--- src/hdl/metr_pkg.sv ---
// ----------------------------------------------------------------------------
// metr_pkg
// Shared types and codes for the Manchester edge-timing receiver.
// ----------------------------------------------------------------------------
package metr_pkg;

	// receiver states, one-hot
	typedef enum logic [6:0] {
		ST_WAITING   = 7'b0000001,
		ST_SYNC_HIGH = 7'b0000010,
		ST_SYNC_LOW  = 7'b0000100,
		ST_INIT      = 7'b0001000,
		ST_MID       = 7'b0010000,
		ST_START     = 7'b0100000,
		ST_ERROR     = 7'b1000000
	} metr_state_t;

	// event codes on the result word
	localparam logic [1:0] EV_NONE = 2'd0;
	localparam logic [1:0] EV_SYNC = 2'd1;
	localparam logic [1:0] EV_BIT  = 2'd2;

	// tolerance is 1/64 of the measured time
	localparam int unsigned TOL_SHIFT = 6;

	// event and decoded bit for one edge
	typedef struct packed {
		logic [1:0] event_res;
		logic       bit_value;
	} metr_res_t;

endpackage

--- src/hdl/manchester_edge_timing_receiver.sv ---
// ----------------------------------------------------------------------------
// manchester_edge_timing_receiver
// Manchester receiver working on edge timestamps: locks on a high/low sync
// pair, learns the bit period and decodes data bits from edge intervals.
//
//   channel | direction | handshake              | payload
//   --------+-----------+------------------------+---------------------------
//   in      | input     | in_valid / in_stall    | level, edge_time
//   out     | output    | out_valid / out_stall  | event_res, bit_value,
//           |           |                        | learned_half_period
//
// One word per cycle sustained while out_stall is low; an edge passes
// through the input register, then through the edge logic into the
// result register. The receiver state updates as the word enters the result
// register. Reset clears the state to waiting with all times at zero.
// A stalled result holds; one further word may wait in the input register.
// ----------------------------------------------------------------------------
module manchester_edge_timing_receiver #(
	parameter int TIME_BITS = 32
) (
	input  logic        clk,
	input  logic        arst_n,
	input  logic        in_valid,
	output logic        in_stall,
	input  logic        level,
	input  logic [31:0] edge_time,
	output logic        out_valid,
	input  logic        out_stall,
	output logic [1:0]  event_res,
	output logic        bit_value,
	output logic [31:0] learned_half_period
);
	import metr_pkg::*;

	logic                 valid_s1;
	logic                 level_s1;
	logic [31:0]          time_s1;
	logic                 out_ready;
	logic                 adv;

	metr_state_t          state_q;
	metr_state_t          state_n;
	logic [TIME_BITS-1:0] mark_q;
	logic [TIME_BITS-1:0] high_q;
	logic [TIME_BITS-1:0] full_q;
	logic [TIME_BITS-1:0] half_q;
	logic [TIME_BITS-1:0] mark_n;
	logic [TIME_BITS-1:0] high_n;
	logic [TIME_BITS-1:0] full_n;
	logic [TIME_BITS-1:0] half_n;
	metr_res_t            res;

	logic                 out_valid_q;
	metr_res_t            res_q;
	logic [31:0]          half_out_q;

	// handshake
	assign out_ready = !out_valid_q || !out_stall;
	assign adv       = valid_s1 && out_ready;
	assign in_stall  = valid_s1 && !out_ready;

	// input register
	always_ff @(posedge clk or negedge arst_n) begin
		if (!arst_n) begin
			valid_s1 <= 1'b0;
		end else if (!in_stall) begin
			valid_s1 <= in_valid;
		end
	end

	always_ff @(posedge clk) begin
		if (in_valid && !in_stall) begin
			level_s1 <= level;
			time_s1  <= edge_time;
		end
	end

	// edge logic
	metr_step #(
		.TIME_BITS(TIME_BITS)
	) u_step (
		.state_q(state_q),
		.mark_q (mark_q),
		.high_q (high_q),
		.full_q (full_q),
		.half_q (half_q),
		.level  (level_s1),
		.now    (TIME_BITS'(time_s1)),
		.state_n(state_n),
		.mark_n (mark_n),
		.high_n (high_n),
		.full_n (full_n),
		.half_n (half_n),
		.res    (res)
	);

	// receiver state
	always_ff @(posedge clk or negedge arst_n) begin
		if (!arst_n) begin
			state_q <= ST_WAITING;
			mark_q  <= '0;
			high_q  <= '0;
			full_q  <= '0;
			half_q  <= '0;
		end else if (adv) begin
			state_q <= state_n;
			mark_q  <= mark_n;
			high_q  <= high_n;
			full_q  <= full_n;
			half_q  <= half_n;
		end
	end

	// result register
	always_ff @(posedge clk or negedge arst_n) begin
		if (!arst_n) begin
			out_valid_q <= 1'b0;
		end else if (out_ready) begin
			out_valid_q <= valid_s1;
		end
	end

	always_ff @(posedge clk) begin
		if (adv) begin
			res_q      <= res;
			half_out_q <= 32'(half_n);
		end
	end

	assign out_valid           = out_valid_q;
	assign event_res           = res_q.event_res;
	assign bit_value           = res_q.bit_value;
	assign learned_half_period = half_out_q;

`ifndef SYNTHESIS
	// receiver state only moves when a word passes to the result register
	a_state_hold: assert property (@(posedge clk) disable iff (!arst_n)
		!adv |=> $stable(state_q) && $stable(half_q))
		else $error("receiver state changed without a word");

	// a sync event always lands in init
	a_sync_init: assert property (@(posedge clk) disable iff (!arst_n)
		adv && res.event_res == EV_SYNC |=> state_q == ST_INIT)
		else $error("sync reported without entering init");

	// the reported half period follows the learned full period on sync
	a_sync_half: assert property (@(posedge clk) disable iff (!arst_n)
		out_valid_q && res_q.event_res == EV_SYNC |-> half_q == (full_q >> 1))
		else $error("half period does not match full period at sync");

	// a set bit only comes with a data event
	a_bit_event: assert property (@(posedge clk) disable iff (!arst_n)
		out_valid_q && res_q.bit_value |-> res_q.event_res == EV_BIT)
		else $error("bit value set without a data event");
`endif

endmodule

--- src/hdl/metr_step.sv ---
// ----------------------------------------------------------------------------
// metr_step
// Next-state logic for one line edge: interval measurement, lock check,
// single/double/too-long classification and the receiver state machine.
// ----------------------------------------------------------------------------
module metr_step #(
	parameter int TIME_BITS = 32
) (
	input  metr_pkg::metr_state_t state_q,
	input  logic [TIME_BITS-1:0]  mark_q,
	input  logic [TIME_BITS-1:0]  high_q,
	input  logic [TIME_BITS-1:0]  full_q,
	input  logic [TIME_BITS-1:0]  half_q,
	input  logic                  level,
	input  logic [TIME_BITS-1:0]  now,
	output metr_pkg::metr_state_t state_n,
	output logic [TIME_BITS-1:0]  mark_n,
	output logic [TIME_BITS-1:0]  high_n,
	output logic [TIME_BITS-1:0]  full_n,
	output logic [TIME_BITS-1:0]  half_n,
	output metr_pkg::metr_res_t   res
);
	import metr_pkg::*;

	logic [TIME_BITS-1:0] elapsed;
	logic [TIME_BITS-1:0] margin;
	logic [TIME_BITS-1:0] diff;
	logic                 too_long;
	logic                 dbl;
	logic                 lock;

	// interval since last mark, wraps with the timestamp
	assign elapsed  = now - mark_q;
	assign margin   = elapsed - (elapsed >> TOL_SHIFT);
	assign too_long = margin > full_q;
	assign dbl      = !too_long && (margin > half_q);

	// low time must match high time within 1/64
	assign diff = (high_q > elapsed) ? (high_q - elapsed) : (elapsed - high_q);
	assign lock = ((high_q >> TOL_SHIFT) >= diff) && (high_q != '0);

	// receiver state machine
	always_comb begin
		state_n       = state_q;
		mark_n        = mark_q;
		high_n        = high_q;
		full_n        = full_q;
		half_n        = half_q;
		res.event_res = EV_NONE;
		res.bit_value = 1'b0;
		unique case (state_q)
			ST_INIT, ST_MID, ST_START: begin
				mark_n = now;
				if (too_long || (dbl && state_q == ST_START)) begin
					// lost lock: restart the sync search on this edge
					if (level) begin
						state_n = ST_SYNC_HIGH;
					end else begin
						high_n  = '0;
						state_n = ST_SYNC_LOW;
					end
				end else if (dbl) begin
					state_n       = ST_MID;
					res.event_res = EV_BIT;
					res.bit_value = level;
				end else begin
					unique case (state_q)
						ST_INIT: begin
							state_n = ST_ERROR;
						end
						ST_MID: begin
							state_n = ST_START;
						end
						default: begin
							state_n       = ST_MID;
							res.event_res = EV_BIT;
							res.bit_value = level;
						end
					endcase
				end
			end
			ST_SYNC_HIGH: begin
				if (!level) begin
					high_n  = elapsed;
					mark_n  = now;
					state_n = ST_SYNC_LOW;
				end
			end
			ST_SYNC_LOW: begin
				if (level) begin
					mark_n = now;
					if (lock) begin
						full_n        = high_q;
						half_n        = high_q >> 1;
						res.event_res = EV_SYNC;
						state_n       = ST_INIT;
					end else begin
						state_n = ST_WAITING;
					end
				end
			end
			ST_ERROR: begin
				if (!level) begin
					state_n = ST_WAITING;
				end
			end
			default: begin
				// waiting for a rising edge
				if (level) begin
					state_n = ST_SYNC_HIGH;
					mark_n  = now;
				end else begin
					state_n = ST_WAITING;
				end
			end
		endcase
	end

endmodule
--- config.mk ---
export PLATFORM = sky130hd
export DESIGN_NAME = manchester_edge_timing_receiver
export DESIGN_NICKNAME = d
export VERILOG_FILES = /design/src/hdl/metr_pkg.sv /design/src/hdl/manchester_edge_timing_receiver.sv /design/src/hdl/metr_step.sv
export SDC_FILE = /design/constraint.sdc
export NUM_CORES = 1
export LEC_CHECK = 0
export CAP_MARGIN = 20
export CORE_MARGIN = 2
export CORE_UTILIZATION = 48
export CTS_CLUSTER_SIZE = 28
export DETAILED_ROUTE_END_ITERATION = 6
export DONT_BUFFER_PORTS = 1
export HOLD_SLACK_MARGIN = 0.03
export REMOVE_ABC_BUFFERS = 1
export SETUP_SLACK_MARGIN = 0.05
export SLEW_MARGIN = 40
export SYNTH_ARGS = -nofsm -noshare
export SYNTH_HDL_FRONTEND = slang
export SYNTH_SLANG_ARGS = --single-unit
export TNS_END_PERCENT = 5
--- constraint.sdc ---
create_clock -name clk -period 10.52 [get_ports clk]
set_input_delay 3.156 -clock clk [delete_from_list [all_inputs] [get_ports clk]]
set_output_delay 3.156 -clock clk [all_outputs]
set_load 0.01 [all_outputs]
==> results_dict.tcl <==
set metrics [dict create \
    outcome "finished clean" \
    syn-cell-area_um2 16500 \
    final_nets 2003 \
    synth_cell_types 87 \
    vias 13199 \
    initial_core_util 0.490 \
    port_buffers 0 \
    min_to "mark_q[30]" \
    grt_start_max_net_pins 138 \
    clkLatencyLatePin_ps 560 \
    async_reset_ff_frac 0.668 \
    final_common_cell "ha_1" \
    cts_buffer_depth 3 \
    cp-end-kind "flip-flop" \
    critPathLaunchType "flip-flop" \
    drive_above_1_share 0.0564 \
    min_path_type "flip-flop to flip-flop" \
    crit_arrival_ps 10130 \
    clock_skew_ps 20.0 \
    synth_edf_count 68 \
    tns_ps 0 \
    die-area_um2 35900 \
    maxCapViolations 0 \
    synth_cells 1771 \
    crit_top_cell "a21oi_1" \
    cts_setup_buffers 0 \
    max_slew_margin 0.463 \
    ant_nets 0 \
    drcViolationCount 0 \
    path_buf_inv 4 \
    diodes 0 \
    worstHoldStart "time_s1[30]" \
    routed_wl_mm 46.4 \
    wl_per_cell_um 20.9 \
    gp_congestion 0.970 \
    critPathKind "flip-flop to flip-flop" \
    synth_flop_cell "dfrtp_1" \
    grt_use_total 0.260 \
    vias_per_cell 5.94 \
    die_w_um 189 \
    cts_tree "yes" \
    final-setup-viol-count 0 \
    layout_setup_ws_ps 852 \
    pin_count 74 \
    drt_iter0_drc 990 \
    r2r_slack_ps 850 \
    holdPathStages 2 \
    drv_slew 0 \
    period_share 0.919 \
    path_max_fanout 43 \
    die_h_um 189 \
    tritoncts.num_buffers 24 \
    critPathMaxStageDelay_ps 600 \
    hold_violations 0 \
    cts_max_level 1 \
    yosysWarnings 0 \
    timing.rr.start "time_s1[0]" \
    antenna_found_initial 0 \
    ctsResizeCount 0 \
    grt_pass1_wl_mm 73.1 \
    first_pass_iters 5 \
    ctsHoldBuffers 0 \
    clk_pin_slew_ps 70 \
    layout_common_cells "206 x ha_1, 192 x inv_1, 142 x a21oi_1" \
    timing.rr.end "half_q[12]" \
    min_period_ps 9670 \
    crit_family "compound AO/OA/AOI/OAI gates" \
    cp_data_required_time_ps 10980 \
    rsz0062_at_grt "false" \
    worstMarginPinSlew_ps 800 \
    grt_pass1_vias 13357 \
    synth_seq_cells 205 \
    slowest_stage "or3_4" \
    clock-root-buffer "clkbuf_16" \
    rows 67 \
    grt_overflow 0 \
    syn_area_per_cell_um2 9.32 \
    reg2reg_depth 34 \
    fmax_mhz 103 \
    yosysSeqAreaShare 0.332 \
    hpwlAfterDp_mm 36.6 \
    dp_slack_ps 1050 \
    syn2layout_area_growth_pct 6.41 \
    clock_sinks 205 \
    coreArea_um2 33700 \
]
stage by stage:
step,util,hold slack [ps],cell area [um2],std cells
6_report,0.521,484,17600,2222
5_1_grt,0.521,520,17600,2222
4_1_cts,0.521,490,17600,2222
3_5_place_dp,0.498,476,16800,2178
3_3_place_gp,0.498,464,16800,2178
2_1_floorplan,-,456,16100,1718
cell usage after synthesis (all sizes together) (31+ instances only):
library cell / n / share of area
xnor2: 53 / 0.028
nand4: 37 / 0.014
nand2: 116 / 0.027
a21o: 87 / 0.040
nor2: 78 / 0.018
ha: 206 / 0.16
o22ai: 36 / 0.014
clkbuf: 33 / 0.011
inv: 193 / 0.044
a21oi: 142 / 0.043
xor2: 31 / 0.017
mux2i: 104 / 0.063
edfxtp: 68 / 0.12
dfrtp: 136 / 0.21
o21ai: 104 / 0.032
kinds of logic after synthesis:
logic type | Yosys count | share of synthesized area
compound gates | 531 | 0.209
xor+xnor | 84 | 0.0450
fa+ha+maj | 210 | 0.161
buf+inv | 246 | 0.0682
flops | 205 | 0.332
mux | 111 | 0.0683
simple gates | 384 | 0.117
tightest hold or removal path, delay by kind of cell, from the launching register on:
kind            cells  cell delay [ps]
simple gates        1               50
compound gates      1               60
flops               1              340
cell type report:
cell class,count,area [um2]
clock buffers,32,671
well taps,448,561
inverters,193,724
multi-input cells,1320,9930
repair buffers,12,103
fillers,3132,16100
clock inverters,12,100
flip-flops and latches,205,5470
worst max path at each step:
stage	from	slack, ps	endpoint	cells after the start
2_1_floorplan	time_s1[0]	1370	full_q[0]	34
3_5_place_dp	time_s1[0]	1050	half_q[12]	34
4_1_cts	time_s1[0]	960	half_q[12]	34
5_1_grt	time_s1[0]	90	half_q[12]	33
6_report	time_s1[0]	850	half_q[12]	34
3_3_place_gp	time_s1[0]	1030	full_q[13]	34
layer usage:
metal	wire length [um]	part of all wire	vias to the layer above	global-route usage
met5	0	0	-	0
li1	-	-	6411	-
met3	2670	0.058	81	0.0404
met4	1560	0.034	0	0.0924
met1	21900	0.47	6281	0.366
met2	20300	0.44	426	0.407
registers in the layout, indices dropped and copies added (netlist names):
name / flops
valid_s1: 1
full_q: 32
out_valid: 1
bit_value: 1
high_q: 32
event_res: 2
half_q: 32
state_q: 7
time_s1: 32
mark_q: 32
learned_half_period: 32
level_s1: 1
Power is not shown: default switching activity piles up to over one toggle a cycle in this logic, so the estimate is an artifact.
